[src/cse_pkg.sv]
// ----------------------------------------------------------------------------
// cse_pkg: shared types and constants for the CAN signal extract decoder
// Field widths, register indexes, layout bit positions, queue sizes and the
// packed beat types for the input, result, configuration and inner queue.
// ----------------------------------------------------------------------------
`default_nettype none

package cse_pkg;

    // frame and arithmetic geometry
    localparam int PAYLOAD_BYTES = 8;
    localparam int PAYLOAD_W     = PAYLOAD_BYTES * 8;
    localparam int FRAC_BITS     = 16;
    localparam int PROD_W        = 64;
    localparam int RAW_W         = 32;
    localparam int MAX_FIELD_LEN = 32;

    localparam int ID_W     = 29;
    localparam int DLC_W    = 4;
    localparam int TIME_W   = 32;
    localparam int VAL_W    = 17;
    localparam int COEF_W   = 32;
    localparam int LAYOUT_W = 15;
    localparam int POS_W    = 7;

    localparam logic [PROD_W-1:0] FRAC_MASK = (PROD_W'(1) << FRAC_BITS) - PROD_W'(1);

    // configuration port
    localparam int CFG_IDX_W  = 3;
    localparam int CFG_DATA_W = 32;

    localparam logic [CFG_IDX_W-1:0] REG_SIGNAL_LAYOUT = 3'd0;
    localparam logic [CFG_IDX_W-1:0] REG_MATCH_ID      = 3'd1;
    localparam logic [CFG_IDX_W-1:0] REG_SCALE         = 3'd2;
    localparam logic [CFG_IDX_W-1:0] REG_OFFSET        = 3'd3;
    localparam logic [CFG_IDX_W-1:0] REG_CLAMP_LOW     = 3'd4;
    localparam logic [CFG_IDX_W-1:0] REG_CLAMP_HIGH    = 3'd5;
    localparam logic [CFG_IDX_W-1:0] REG_STALE_TIMEOUT = 3'd6;

    // layout register bits
    localparam int LAY_BIG_ENDIAN = 12;
    localparam int LAY_ENABLE     = 13;
    localparam int LAY_ZERO_STALE = 14;

    // opcodes
    localparam logic OP_FRAME = 1'b0;
    localparam logic OP_TICK  = 1'b1;

    // inner queue between front and back
    localparam int MQ_DEPTH = 4;
    localparam int MQ_PTR_W = 2;
    localparam int MQ_CNT_W = 3;

    // result queue
    localparam int OQ_DEPTH = 4;
    localparam int OQ_PTR_W = 2;
    localparam int OQ_CNT_W = 3;

    typedef struct packed {
        logic                 opcode;
        logic [ID_W-1:0]      frame_id;
        logic [DLC_W-1:0]     frame_length;
        logic [PAYLOAD_W-1:0] payload;
        logic [TIME_W-1:0]    now_ms;
    } item_t;

    typedef struct packed {
        logic signed [VAL_W-1:0] signal_value;
        logic                    signal_valid;
        logic                    frame_matched;
        logic                    went_stale;
    } result_t;

    typedef struct packed {
        logic [LAYOUT_W-1:0]      signal_layout;
        logic [ID_W-1:0]          match_id;
        logic signed [COEF_W-1:0] scale_q16;
        logic signed [COEF_W-1:0] offset_q16;
        logic signed [VAL_W-1:0]  clamp_low;
        logic signed [VAL_W-1:0]  clamp_high;
        logic [TIME_W-1:0]        stale_timeout_ms;
    } cfg_t;

    // classified item handed from front to back
    typedef struct packed {
        logic              is_tick;
        logic              hit;
        logic [RAW_W-1:0]  raw;
        logic [TIME_W-1:0] now_ms;
    } entry_t;

endpackage

`default_nettype wire

[src/can_signal_extract_decoder.sv]
// ----------------------------------------------------------------------------
// can_signal_extract_decoder: one CAN signal lane
// Extracts a configured bit field from matching frames, scales it in Q16.16,
// clamps and holds it, and expires it on time ticks past the timeout.
// ----------------------------------------------------------------------------
// Rate: one input beat per clock, sustained as long as results
// are popped. Every accepted beat (frame or tick) gives exactly one result
// beat, in order. An accepted input beat passes through the front queue,
// the 33x32 multiplier stage and the offset adder stage, after which the
// truncate/clamp/state-update stage writes the result queue. The result
// queue holds four beats; with two beats always able to be in flight, the
// back stops drawing from the front queue when the consumer falls behind,
// and full rises once the four-entry front queue also fills. Configuration
// writes take effect at the next clock and are meant to be made while the
// lane is idle.
// ----------------------------------------------------------------------------
`default_nettype none

module can_signal_extract_decoder (
    input  wire logic                           clk,
    input  wire logic                           rst_n,
    // input queue side
    input  wire logic                           push,
    output logic                                full,
    input  cse_pkg::item_t                      item,
    // result queue side
    output logic                                empty,
    input  wire logic                           pop,
    output cse_pkg::result_t                    result,
    // configuration write port
    input  wire logic                           cfg_write,
    input  wire logic [cse_pkg::CFG_IDX_W-1:0]  cfg_index,
    input  wire logic [cse_pkg::CFG_DATA_W-1:0] cfg_data
);

    cse_pkg::cfg_t   cfg;
    cse_pkg::entry_t front_entry;
    cse_pkg::entry_t head_entry;
    logic            mq_empty;
    logic            back_take;

    cse_cfg_regs u_cfg (
        .clk       (clk),
        .rst_n     (rst_n),
        .cfg_write (cfg_write),
        .cfg_index (cfg_index),
        .cfg_data  (cfg_data),
        .cfg       (cfg)
    );

    // front: classify and extract the raw field on the way in
    cse_front u_front (
        .item  (item),
        .cfg   (cfg),
        .entry (front_entry)
    );

    // decouples input beats from the value pipeline
    cse_queue u_queue (
        .clk   (clk),
        .rst_n (rst_n),
        .wr    (push),
        .wdata (front_entry),
        .rd    (back_take),
        .rdata (head_entry),
        .full  (full),
        .empty (mq_empty)
    );

    // back: scale, offset, clamp, lane state, result queue
    cse_back u_back (
        .clk    (clk),
        .rst_n  (rst_n),
        .cfg    (cfg),
        .entry  (head_entry),
        .avail  (!mq_empty),
        .take   (back_take),
        .pop    (pop),
        .empty  (empty),
        .result (result)
    );

endmodule

`default_nettype wire

[src/cse_cfg_regs.sv]
// ----------------------------------------------------------------------------
// cse_cfg_regs: configuration register file
// Write-only registers loaded from the plain write port, held as one struct.
// ----------------------------------------------------------------------------
`default_nettype none

module cse_cfg_regs (
    input  wire logic                           clk,
    input  wire logic                           rst_n,
    input  wire logic                           cfg_write,
    input  wire logic [cse_pkg::CFG_IDX_W-1:0]  cfg_index,
    input  wire logic [cse_pkg::CFG_DATA_W-1:0] cfg_data,
    output cse_pkg::cfg_t                       cfg
);

    cse_pkg::cfg_t cfg_reg;
    cse_pkg::cfg_t cfg_next;

    always_comb
    begin
        cfg_next = cfg_reg;
        if (cfg_write)
        begin
            case (cfg_index)
                cse_pkg::REG_SIGNAL_LAYOUT:
                    cfg_next.signal_layout = cfg_data[cse_pkg::LAYOUT_W-1:0];
                cse_pkg::REG_MATCH_ID:
                    cfg_next.match_id = cfg_data[cse_pkg::ID_W-1:0];
                cse_pkg::REG_SCALE:
                    cfg_next.scale_q16 = cfg_data[cse_pkg::COEF_W-1:0];
                cse_pkg::REG_OFFSET:
                    cfg_next.offset_q16 = cfg_data[cse_pkg::COEF_W-1:0];
                cse_pkg::REG_CLAMP_LOW:
                    cfg_next.clamp_low = cfg_data[cse_pkg::VAL_W-1:0];
                cse_pkg::REG_CLAMP_HIGH:
                    cfg_next.clamp_high = cfg_data[cse_pkg::VAL_W-1:0];
                cse_pkg::REG_STALE_TIMEOUT:
                    cfg_next.stale_timeout_ms = cfg_data[cse_pkg::TIME_W-1:0];
                default:
                    cfg_next = cfg_reg;
            endcase
        end
    end

    always_ff @(posedge clk or negedge rst_n)
    begin
        if (!rst_n)
        begin
            cfg_reg.signal_layout    <= '0;
            cfg_reg.match_id         <= '0;
            cfg_reg.scale_q16        <= 32'sd65536;
            cfg_reg.offset_q16       <= '0;
            cfg_reg.clamp_low        <= '0;
            cfg_reg.clamp_high       <= 17'sd65535;
            cfg_reg.stale_timeout_ms <= 32'd1000;
        end
        else
        begin
            cfg_reg <= cfg_next;
        end
    end

    assign cfg = cfg_reg;

endmodule

`default_nettype wire

[src/cse_front.sv]
// ----------------------------------------------------------------------------
// cse_front: item classifier
// Checks identifier, enable and field fit, and pulls the raw field out of the
// payload with a barrel shift (Intel) or a byte swap and shift (Motorola).
// ----------------------------------------------------------------------------
`default_nettype none

module cse_front (
    input  cse_pkg::item_t  item,
    input  cse_pkg::cfg_t   cfg,
    output cse_pkg::entry_t entry
);

    logic [5:0]                      start;
    logic [5:0]                      len;
    logic [5:0]                      first_pos;
    logic                            big;
    logic [cse_pkg::DLC_W-1:0]       bytes;
    logic [cse_pkg::POS_W-1:0]       limit;
    logic [cse_pkg::POS_W-1:0]       last_pos;
    logic [cse_pkg::POS_W-1:0]       mot_shift;
    logic [cse_pkg::PAYLOAD_W-1:0]   swapped;
    logic [cse_pkg::PAYLOAD_W-1:0]   shifted;
    logic [cse_pkg::RAW_W-1:0]       mask;
    logic                            fits;

    always_comb
    begin
        start = cfg.signal_layout[5:0];
        len   = cfg.signal_layout[11:6];
        big   = cfg.signal_layout[cse_pkg::LAY_BIG_ENDIAN];

        if (item.frame_length > cse_pkg::DLC_W'(cse_pkg::PAYLOAD_BYTES))
            bytes = cse_pkg::DLC_W'(cse_pkg::PAYLOAD_BYTES);
        else
            bytes = item.frame_length;
        limit = {bytes, 3'b000};

        // Motorola walk is linear in byte-major, MSB-first bit order
        first_pos = big ? (start ^ 6'd7) : start;
        last_pos  = {1'b0, first_pos} + {1'b0, len} - cse_pkg::POS_W'(1);
        fits      = (len != 6'd0) && (len <= 6'(cse_pkg::MAX_FIELD_LEN)) &&
                    (last_pos < limit);

        for (int k = 0; k < cse_pkg::PAYLOAD_BYTES; k++)
        begin
            swapped[8*(cse_pkg::PAYLOAD_BYTES-1-k) +: 8] = item.payload[8*k +: 8];
        end
        mot_shift = cse_pkg::POS_W'(cse_pkg::PAYLOAD_W) - {1'b0, first_pos} - {1'b0, len};

        if (big)
            shifted = swapped >> mot_shift;
        else
            shifted = item.payload >> first_pos;

        mask = {cse_pkg::RAW_W{1'b1}} >> (6'(cse_pkg::MAX_FIELD_LEN) - len);

        entry.is_tick = (item.opcode == cse_pkg::OP_TICK);
        entry.hit     = (item.opcode == cse_pkg::OP_FRAME) &&
                        cfg.signal_layout[cse_pkg::LAY_ENABLE] &&
                        (item.frame_id == cfg.match_id) && fits;
        entry.raw     = shifted[cse_pkg::RAW_W-1:0] & mask;
        entry.now_ms  = item.now_ms;
    end

endmodule

`default_nettype wire

[src/cse_queue.sv]
// ----------------------------------------------------------------------------
// cse_queue: short queue between classifier and value pipeline
// Register-array FIFO with head shown combinationally.
// ----------------------------------------------------------------------------
`default_nettype none

module cse_queue (
    input  wire logic       clk,
    input  wire logic       rst_n,
    input  wire logic       wr,
    input  cse_pkg::entry_t wdata,
    input  wire logic       rd,
    output cse_pkg::entry_t rdata,
    output logic            full,
    output logic            empty
);

    cse_pkg::entry_t mem [cse_pkg::MQ_DEPTH];

    logic [cse_pkg::MQ_PTR_W-1:0] wr_ptr_reg, wr_ptr_next;
    logic [cse_pkg::MQ_PTR_W-1:0] rd_ptr_reg, rd_ptr_next;
    logic [cse_pkg::MQ_CNT_W-1:0] count_reg, count_next;
    logic                         do_wr;
    logic                         do_rd;

    assign full  = (count_reg == cse_pkg::MQ_CNT_W'(cse_pkg::MQ_DEPTH));
    assign empty = (count_reg == '0);
    assign do_wr = wr && !full;
    assign do_rd = rd && !empty;
    assign rdata = mem[rd_ptr_reg];

    always_comb
    begin
        wr_ptr_next = do_wr ? wr_ptr_reg + cse_pkg::MQ_PTR_W'(1) : wr_ptr_reg;
        rd_ptr_next = do_rd ? rd_ptr_reg + cse_pkg::MQ_PTR_W'(1) : rd_ptr_reg;
        count_next  = count_reg + cse_pkg::MQ_CNT_W'(do_wr) - cse_pkg::MQ_CNT_W'(do_rd);
    end

    always_ff @(posedge clk)
    begin
        if (do_wr)
            mem[wr_ptr_reg] <= wdata;
    end

    always_ff @(posedge clk or negedge rst_n)
    begin
        if (!rst_n)
        begin
            wr_ptr_reg <= '0;
            rd_ptr_reg <= '0;
            count_reg  <= '0;
        end
        else
        begin
            wr_ptr_reg <= wr_ptr_next;
            rd_ptr_reg <= rd_ptr_next;
            count_reg  <= count_next;
        end
    end

endmodule

`default_nettype wire

[src/cse_back.sv]
// ----------------------------------------------------------------------------
// cse_back: value pipeline, lane state and result queue
// Multiply, offset add, then truncate/clamp with the state update; results
// go to a small queue. Issue is credit-limited so the queue never overflows.
// ----------------------------------------------------------------------------
`default_nettype none

module cse_back (
    input  wire logic        clk,
    input  wire logic        rst_n,
    input  cse_pkg::cfg_t    cfg,
    input  cse_pkg::entry_t  entry,
    input  wire logic        avail,
    output logic             take,
    input  wire logic        pop,
    output logic             empty,
    output cse_pkg::result_t result
);

    // stage 1: product
    logic                               s1_valid_reg;
    logic                               s1_tick_reg;
    logic                               s1_hit_reg;
    logic [cse_pkg::TIME_W-1:0]         s1_now_reg;
    logic signed [cse_pkg::PROD_W-1:0]  s1_prod_reg;
    logic signed [cse_pkg::PROD_W:0]    prod_full;

    // stage 2: sum
    logic                               s2_valid_reg;
    logic                               s2_tick_reg;
    logic                               s2_hit_reg;
    logic [cse_pkg::TIME_W-1:0]         s2_now_reg;
    logic signed [cse_pkg::PROD_W-1:0]  s2_sum_reg;
    logic signed [cse_pkg::PROD_W-1:0]  offset_ext;

    // lane state
    logic [cse_pkg::TIME_W-1:0]         last_seen_reg, last_seen_next;
    logic                               seen_reg, seen_next;
    logic signed [cse_pkg::VAL_W-1:0]   held_reg, held_next;
    logic                               valid_reg, valid_next;

    logic signed [cse_pkg::PROD_W-1:0]  trunc;
    logic signed [cse_pkg::PROD_W-1:0]  lo_ext;
    logic signed [cse_pkg::PROD_W-1:0]  hi_ext;
    logic signed [cse_pkg::VAL_W-1:0]   clamped;
    logic [cse_pkg::TIME_W-1:0]         elapsed;
    logic                               expire;
    logic                               round_up;
    cse_pkg::result_t                   res_new;

    // result queue
    cse_pkg::result_t                   oq_mem [cse_pkg::OQ_DEPTH];
    logic [cse_pkg::OQ_PTR_W-1:0]       oq_wr_ptr_reg, oq_wr_ptr_next;
    logic [cse_pkg::OQ_PTR_W-1:0]       oq_rd_ptr_reg, oq_rd_ptr_next;
    logic [cse_pkg::OQ_CNT_W-1:0]       oq_count_reg, oq_count_next;
    logic [cse_pkg::OQ_CNT_W-1:0]       committed;
    logic                               oq_rd;

    // credits: stored results plus both stages in flight
    always_comb
    begin
        committed = oq_count_reg + cse_pkg::OQ_CNT_W'(s1_valid_reg)
                  + cse_pkg::OQ_CNT_W'(s2_valid_reg);
        take      = avail && (committed < cse_pkg::OQ_CNT_W'(cse_pkg::OQ_DEPTH));
    end

    assign prod_full  = $signed({1'b0, entry.raw}) * cfg.scale_q16;
    assign offset_ext = {{(cse_pkg::PROD_W-cse_pkg::COEF_W){cfg.offset_q16[cse_pkg::COEF_W-1]}},
                         cfg.offset_q16};

    always_ff @(posedge clk)
    begin
        s1_tick_reg <= entry.is_tick;
        s1_hit_reg  <= entry.hit;
        s1_now_reg  <= entry.now_ms;
        s1_prod_reg <= prod_full[cse_pkg::PROD_W-1:0];
        s2_tick_reg <= s1_tick_reg;
        s2_hit_reg  <= s1_hit_reg;
        s2_now_reg  <= s1_now_reg;
        s2_sum_reg  <= s1_prod_reg + offset_ext;
    end

    // stage 3: truncate toward zero, clamp, update lane state
    always_comb
    begin
        round_up = s2_sum_reg[cse_pkg::PROD_W-1] &&
                   ((s2_sum_reg & cse_pkg::FRAC_MASK) != '0);
        trunc    = (s2_sum_reg >>> cse_pkg::FRAC_BITS) +
                   $signed(cse_pkg::PROD_W'(round_up));
        lo_ext   = {{(cse_pkg::PROD_W-cse_pkg::VAL_W){cfg.clamp_low[cse_pkg::VAL_W-1]}},
                    cfg.clamp_low};
        hi_ext   = {{(cse_pkg::PROD_W-cse_pkg::VAL_W){cfg.clamp_high[cse_pkg::VAL_W-1]}},
                    cfg.clamp_high};

        // when the limits cross, values below the low limit get it, all others the high limit
        if (trunc < lo_ext)
            clamped = cfg.clamp_low;
        else if (trunc > hi_ext)
            clamped = cfg.clamp_high;
        else
            clamped = trunc[cse_pkg::VAL_W-1:0];

        elapsed = s2_now_reg - last_seen_reg;
        expire  = s2_tick_reg && seen_reg && (elapsed > cfg.stale_timeout_ms);

        last_seen_next = last_seen_reg;
        seen_next      = seen_reg;
        held_next      = held_reg;
        valid_next     = valid_reg;

        if (s2_valid_reg)
        begin
            if (!s2_tick_reg && s2_hit_reg)
            begin
                held_next      = clamped;
                valid_next     = 1'b1;
                seen_next      = 1'b1;
                last_seen_next = s2_now_reg;
            end
            else if (expire)
            begin
                seen_next  = 1'b0;
                valid_next = 1'b0;
                if (cfg.signal_layout[cse_pkg::LAY_ZERO_STALE])
                    held_next = '0;
            end
        end

        res_new.signal_value  = held_next;
        res_new.signal_valid  = valid_next;
        res_new.frame_matched = !s2_tick_reg && s2_hit_reg;
        res_new.went_stale    = expire;
    end

    assign empty  = (oq_count_reg == '0);
    assign oq_rd  = pop && !empty;
    assign result = oq_mem[oq_rd_ptr_reg];

    always_comb
    begin
        oq_wr_ptr_next = s2_valid_reg ? oq_wr_ptr_reg + cse_pkg::OQ_PTR_W'(1) : oq_wr_ptr_reg;
        oq_rd_ptr_next = oq_rd ? oq_rd_ptr_reg + cse_pkg::OQ_PTR_W'(1) : oq_rd_ptr_reg;
        oq_count_next  = oq_count_reg + cse_pkg::OQ_CNT_W'(s2_valid_reg)
                       - cse_pkg::OQ_CNT_W'(oq_rd);
    end

    always_ff @(posedge clk)
    begin
        if (s2_valid_reg)
            oq_mem[oq_wr_ptr_reg] <= res_new;
    end

    always_ff @(posedge clk or negedge rst_n)
    begin
        if (!rst_n)
        begin
            s1_valid_reg  <= 1'b0;
            s2_valid_reg  <= 1'b0;
            last_seen_reg <= '0;
            seen_reg      <= 1'b0;
            held_reg      <= '0;
            valid_reg     <= 1'b0;
            oq_wr_ptr_reg <= '0;
            oq_rd_ptr_reg <= '0;
            oq_count_reg  <= '0;
        end
        else
        begin
            s1_valid_reg  <= take;
            s2_valid_reg  <= s1_valid_reg;
            last_seen_reg <= last_seen_next;
            seen_reg      <= seen_next;
            held_reg      <= held_next;
            valid_reg     <= valid_next;
            oq_wr_ptr_reg <= oq_wr_ptr_next;
            oq_rd_ptr_reg <= oq_rd_ptr_next;
            oq_count_reg  <= oq_count_next;
        end
    end

endmodule

`default_nettype wire

[config.mk]
export PLATFORM = sky130hd
export DESIGN_NAME = can_signal_extract_decoder
export DESIGN_NICKNAME = d
export VERILOG_FILES = /design/src/cse_pkg.sv /design/src/can_signal_extract_decoder.sv /design/src/cse_cfg_regs.sv /design/src/cse_front.sv /design/src/cse_queue.sv /design/src/cse_back.sv
export SDC_FILE = /design/constraint.sdc
export NUM_CORES = 2
export LEC_CHECK = 0
export ABC_AREA = 1
export BUFFER_PORTS_ARGS = -buffer_cell sky130_fd_sc_hd__buf_2
export CAP_MARGIN = 15
export CORE_ASPECT_RATIO = 1.5
export CORE_MARGIN = 2
export CORE_UTILIZATION = 46
export CTS_CLUSTER_DIAMETER = 100
export DETAILED_ROUTE_END_ITERATION = 16
export GPL_ROUTABILITY_DRIVEN = 0
export PLACE_DENSITY = 0.68
export SYNTH_ARGS = -nofsm -noshare
export SYNTH_HDL_FRONTEND = slang
export SYNTH_SLANG_ARGS = --single-unit
[constraint.sdc]
create_clock -name clk -period 10.3 [get_ports clk]
set_input_delay 0.515 -clock clk [delete_from_list [all_inputs] [get_ports clk]]
set_output_delay 0.515 -clock clk [all_outputs]
set_load 0.1 [all_outputs]
==> out/qor.yml <==
timing:
  fin_worst_skew_ns: 0.0383
  drv_slew: 0
  setup_viol: 0
  slew_headroom_pct: 13.0
  hold_viol_final: 0
  max_freq_mhz: 104
  fin_setup_tns_ns: 0
  min_period_ns: 9.59
  rsz0062_at_grt: "false"
  fin_crit_sh_pct: 93.1
  max_slew.worst_pin.slew_ns: 1.30
clocking:
  numClockSinks: 781
  clk_latency_ns: 0.70
  ctsHtreeMaxLevel: 3
  cts_tree: "done"
  clockRootBuffer: "clkbuf_16"
  clock_path_buffers: 3
  path_clk_slew_ns: 0.06
  numCtsBuffers: 79
layout:
  drive_above_1_share_pct: 5.93
  final_common_cell: "nand2_1"
  nFillCells: 16058
  area_growth_pct: 7.75
  nets: 11390
  design_area_mm2: 0.0848
  multi_input_area_mm2: 0.0506
  most-common-layout-cells: "nand2_1, inv_1, nor2_1, fa_1, o21ai_0"
  largest_register_ff_count: 264
  regArea_mm2: 0.0203
grt:
  gr-total-overflow: 0
  grt.total_usage_pct: 32.2
  antenna_found_initial: 32
  grt_max_degree: 145
  grt_pass1_vias: 70780
  grt_first_pass_wirelength_um: 422000
min_path:
  hp-start: "item[4]"
  holdPathStages: 1
  min_path_type: "in -> reg"
floorplan:
  coreArea_mm2: 0.170
  dieArea_mm2: 0.174
  die_x_um: 342
  rows: 185
  start_util_pct: 46.4
  die_y_um: 511
  io_pins: 192
worst_setup_path:
  crit_start: "u_queue.rd_ptr_reg[1]$_DFFE_PN0P_"
  rrSetupSlack_ns: 0.71
  critical_path_arrival_ns: 10.08
  required_ns: 10.79
  start_kind: "flip-flop"
  critical_path_class: "reg -> reg"
  crit_fanout: 37
  rr_worst_depth: 26
  crit_path_end_kind: "flip-flop"
  worstReg2RegStart: "u_queue.rd_ptr_reg[1]$_DFFE_PN0P_"
place:
  port_buffers: 191
  place_area_mm2: 0.0818
  hpwl_um: 218000
synthesis:
  synth_warnings: 0
  synth_edf_count: 344
  yosysUniqueCellTypes: 66
  synth_ff_type: "edfxtp_1"
  ys_ff_latch: 781
  syn_avg_cell_area_um2: 8.05
  synth_area_mm2: 0.0787
  synth_seq_area_share_pct: 25.8
  synth_fp_nets: 11405
  synth-async-reset-ratio_pct: 30.9
  synthCells: 9779
routing:
  dr.first_iter.drc_count: 6954
  finalWirelength_um: 283000
  drtPass1Iterations: 9
  drc: 0
  vias_per_cell: 5.77
  wire_per_inst_um: 23.4
  vias: 69813
  drtAntennaViolNets: 0
job:
  drv_cap: 0
run_status:
  status: "complete, no violations"
## metrics by stage
step           hold WS, ns  std cells  util, %  worst slack [ns]
4_1_cts            0.00315      12069     49.9              1.52
2_1_floorplan        0.219       9779        -              3.02
6_report            0.0407      12093     50.0             0.706
3_3_place_gp         0.313      11917     48.2              1.61
5_1_grt             0.0236      12076     50.0             0.498
3_5_place_dp         0.312      11918     48.2              1.55
## per-layer routing
layer,GRT usage (%),share of wire [%],wire [um]
met1,34.1,33,92900
met2,52.6,46,131000
met3,8.22,9.8,27900
met4,29.3,11,31800
met5,0,0.028,80
## cells by family after synthesis
family	Yosys count	synth area share, %
DFF	781	25.8
adders and majority gates	1456	31.7
buffers and inverters	2046	10.0
and+or+nand+nor	3856	19.8
muxes	36	0.459
xor gates and xnor gates	227	2.57
AOI/OAI and AO/OA	1377	9.57
## synthesized netlist by cell type (62+ instances only)
library cell / instances / share of area (%)
o211ai_1: 68 / 0.65
o21ai_0: 629 / 4.0
a21oi_1: 385 / 2.4
xor2_1: 144 / 1.6
dfxtp_1: 196 / 5.0
a31oi_1: 63 / 0.50
nor2_1: 1154 / 5.5
xnor2_1: 81 / 0.90
clkbuf_1: 315 / 1.5
o21ai_1: 71 / 0.45
fa_1: 902 / 23
buf_2: 62 / 0.39
nand3_1: 515 / 3.3
edfxtp_1: 344 / 13
ha_1: 554 / 8.8
nand2_1: 2002 / 9.5
inv_1: 1592 / 7.6
dfrtp_1: 218 / 6.9
## final timing paths
path	endpoint
max	u_back.s1_prod_reg[21]$_DFF_P_
min	u_queue.mem[0][4]$_DFFE_PP_
max reg2reg	u_back.s1_prod_reg[21]$_DFF_P_
min reg2reg	u_back.s2_now_reg[27]$_DFF_P_
max in group asynchronous	u_queue.rd_ptr_reg[0]$_DFFE_PN0P_
min in group asynchronous	u_cfg.cfg[152]$_DFFE_PN0P_
## worst max-delay path, stage by stage (launching register included)
cell      delay, ns
dfrtp_2        0.80
buf_4          0.52
nand3_1        0.15
nand2_1        0.39
clkinv_1       0.57
buf_4          0.41
buf_4          0.18
nand2_1        0.08
fa_1           0.44
fa_1           0.38
inv_1          0.08
fa_1           0.41
ha_1           0.53
ha_1           0.44
ha_1           0.21
inv_1          0.05
fa_1           0.50
inv_1          0.05
ha_1           0.44
nand2_1        0.28
inv_1          0.10
a21boi_0       0.22
o31ai_1        0.91
a21oi_1        0.24
nor2_1         0.15
nor2_1         0.06
xnor2_1        0.72
## what timing repair did
action                                 CTS  global route
endpoints found under the hold margin   96             0
setup buffers                            0             0
hold buffers                             4             0
gates resized for setup                  0             0
## cell type report
| class | instances | area share, % |
|---|---|---|
| multi-input cells | 6952 | 59.7 |
| flip-flops and latches | 781 | 24.0 |
| inverters | 1617 | 7.16 |
| well taps | 2244 | 3.31 |
| clock buffers | 100 | 2.57 |
| repair buffers | 333 | 2.54 |
| clock inverters | 47 | 0.751 |
| diodes | 19 | 0.0561 |
Power is left out: the tool's default activity adds up to more than one toggle a clock period on the data nets, which glitch-free logic cannot reach.
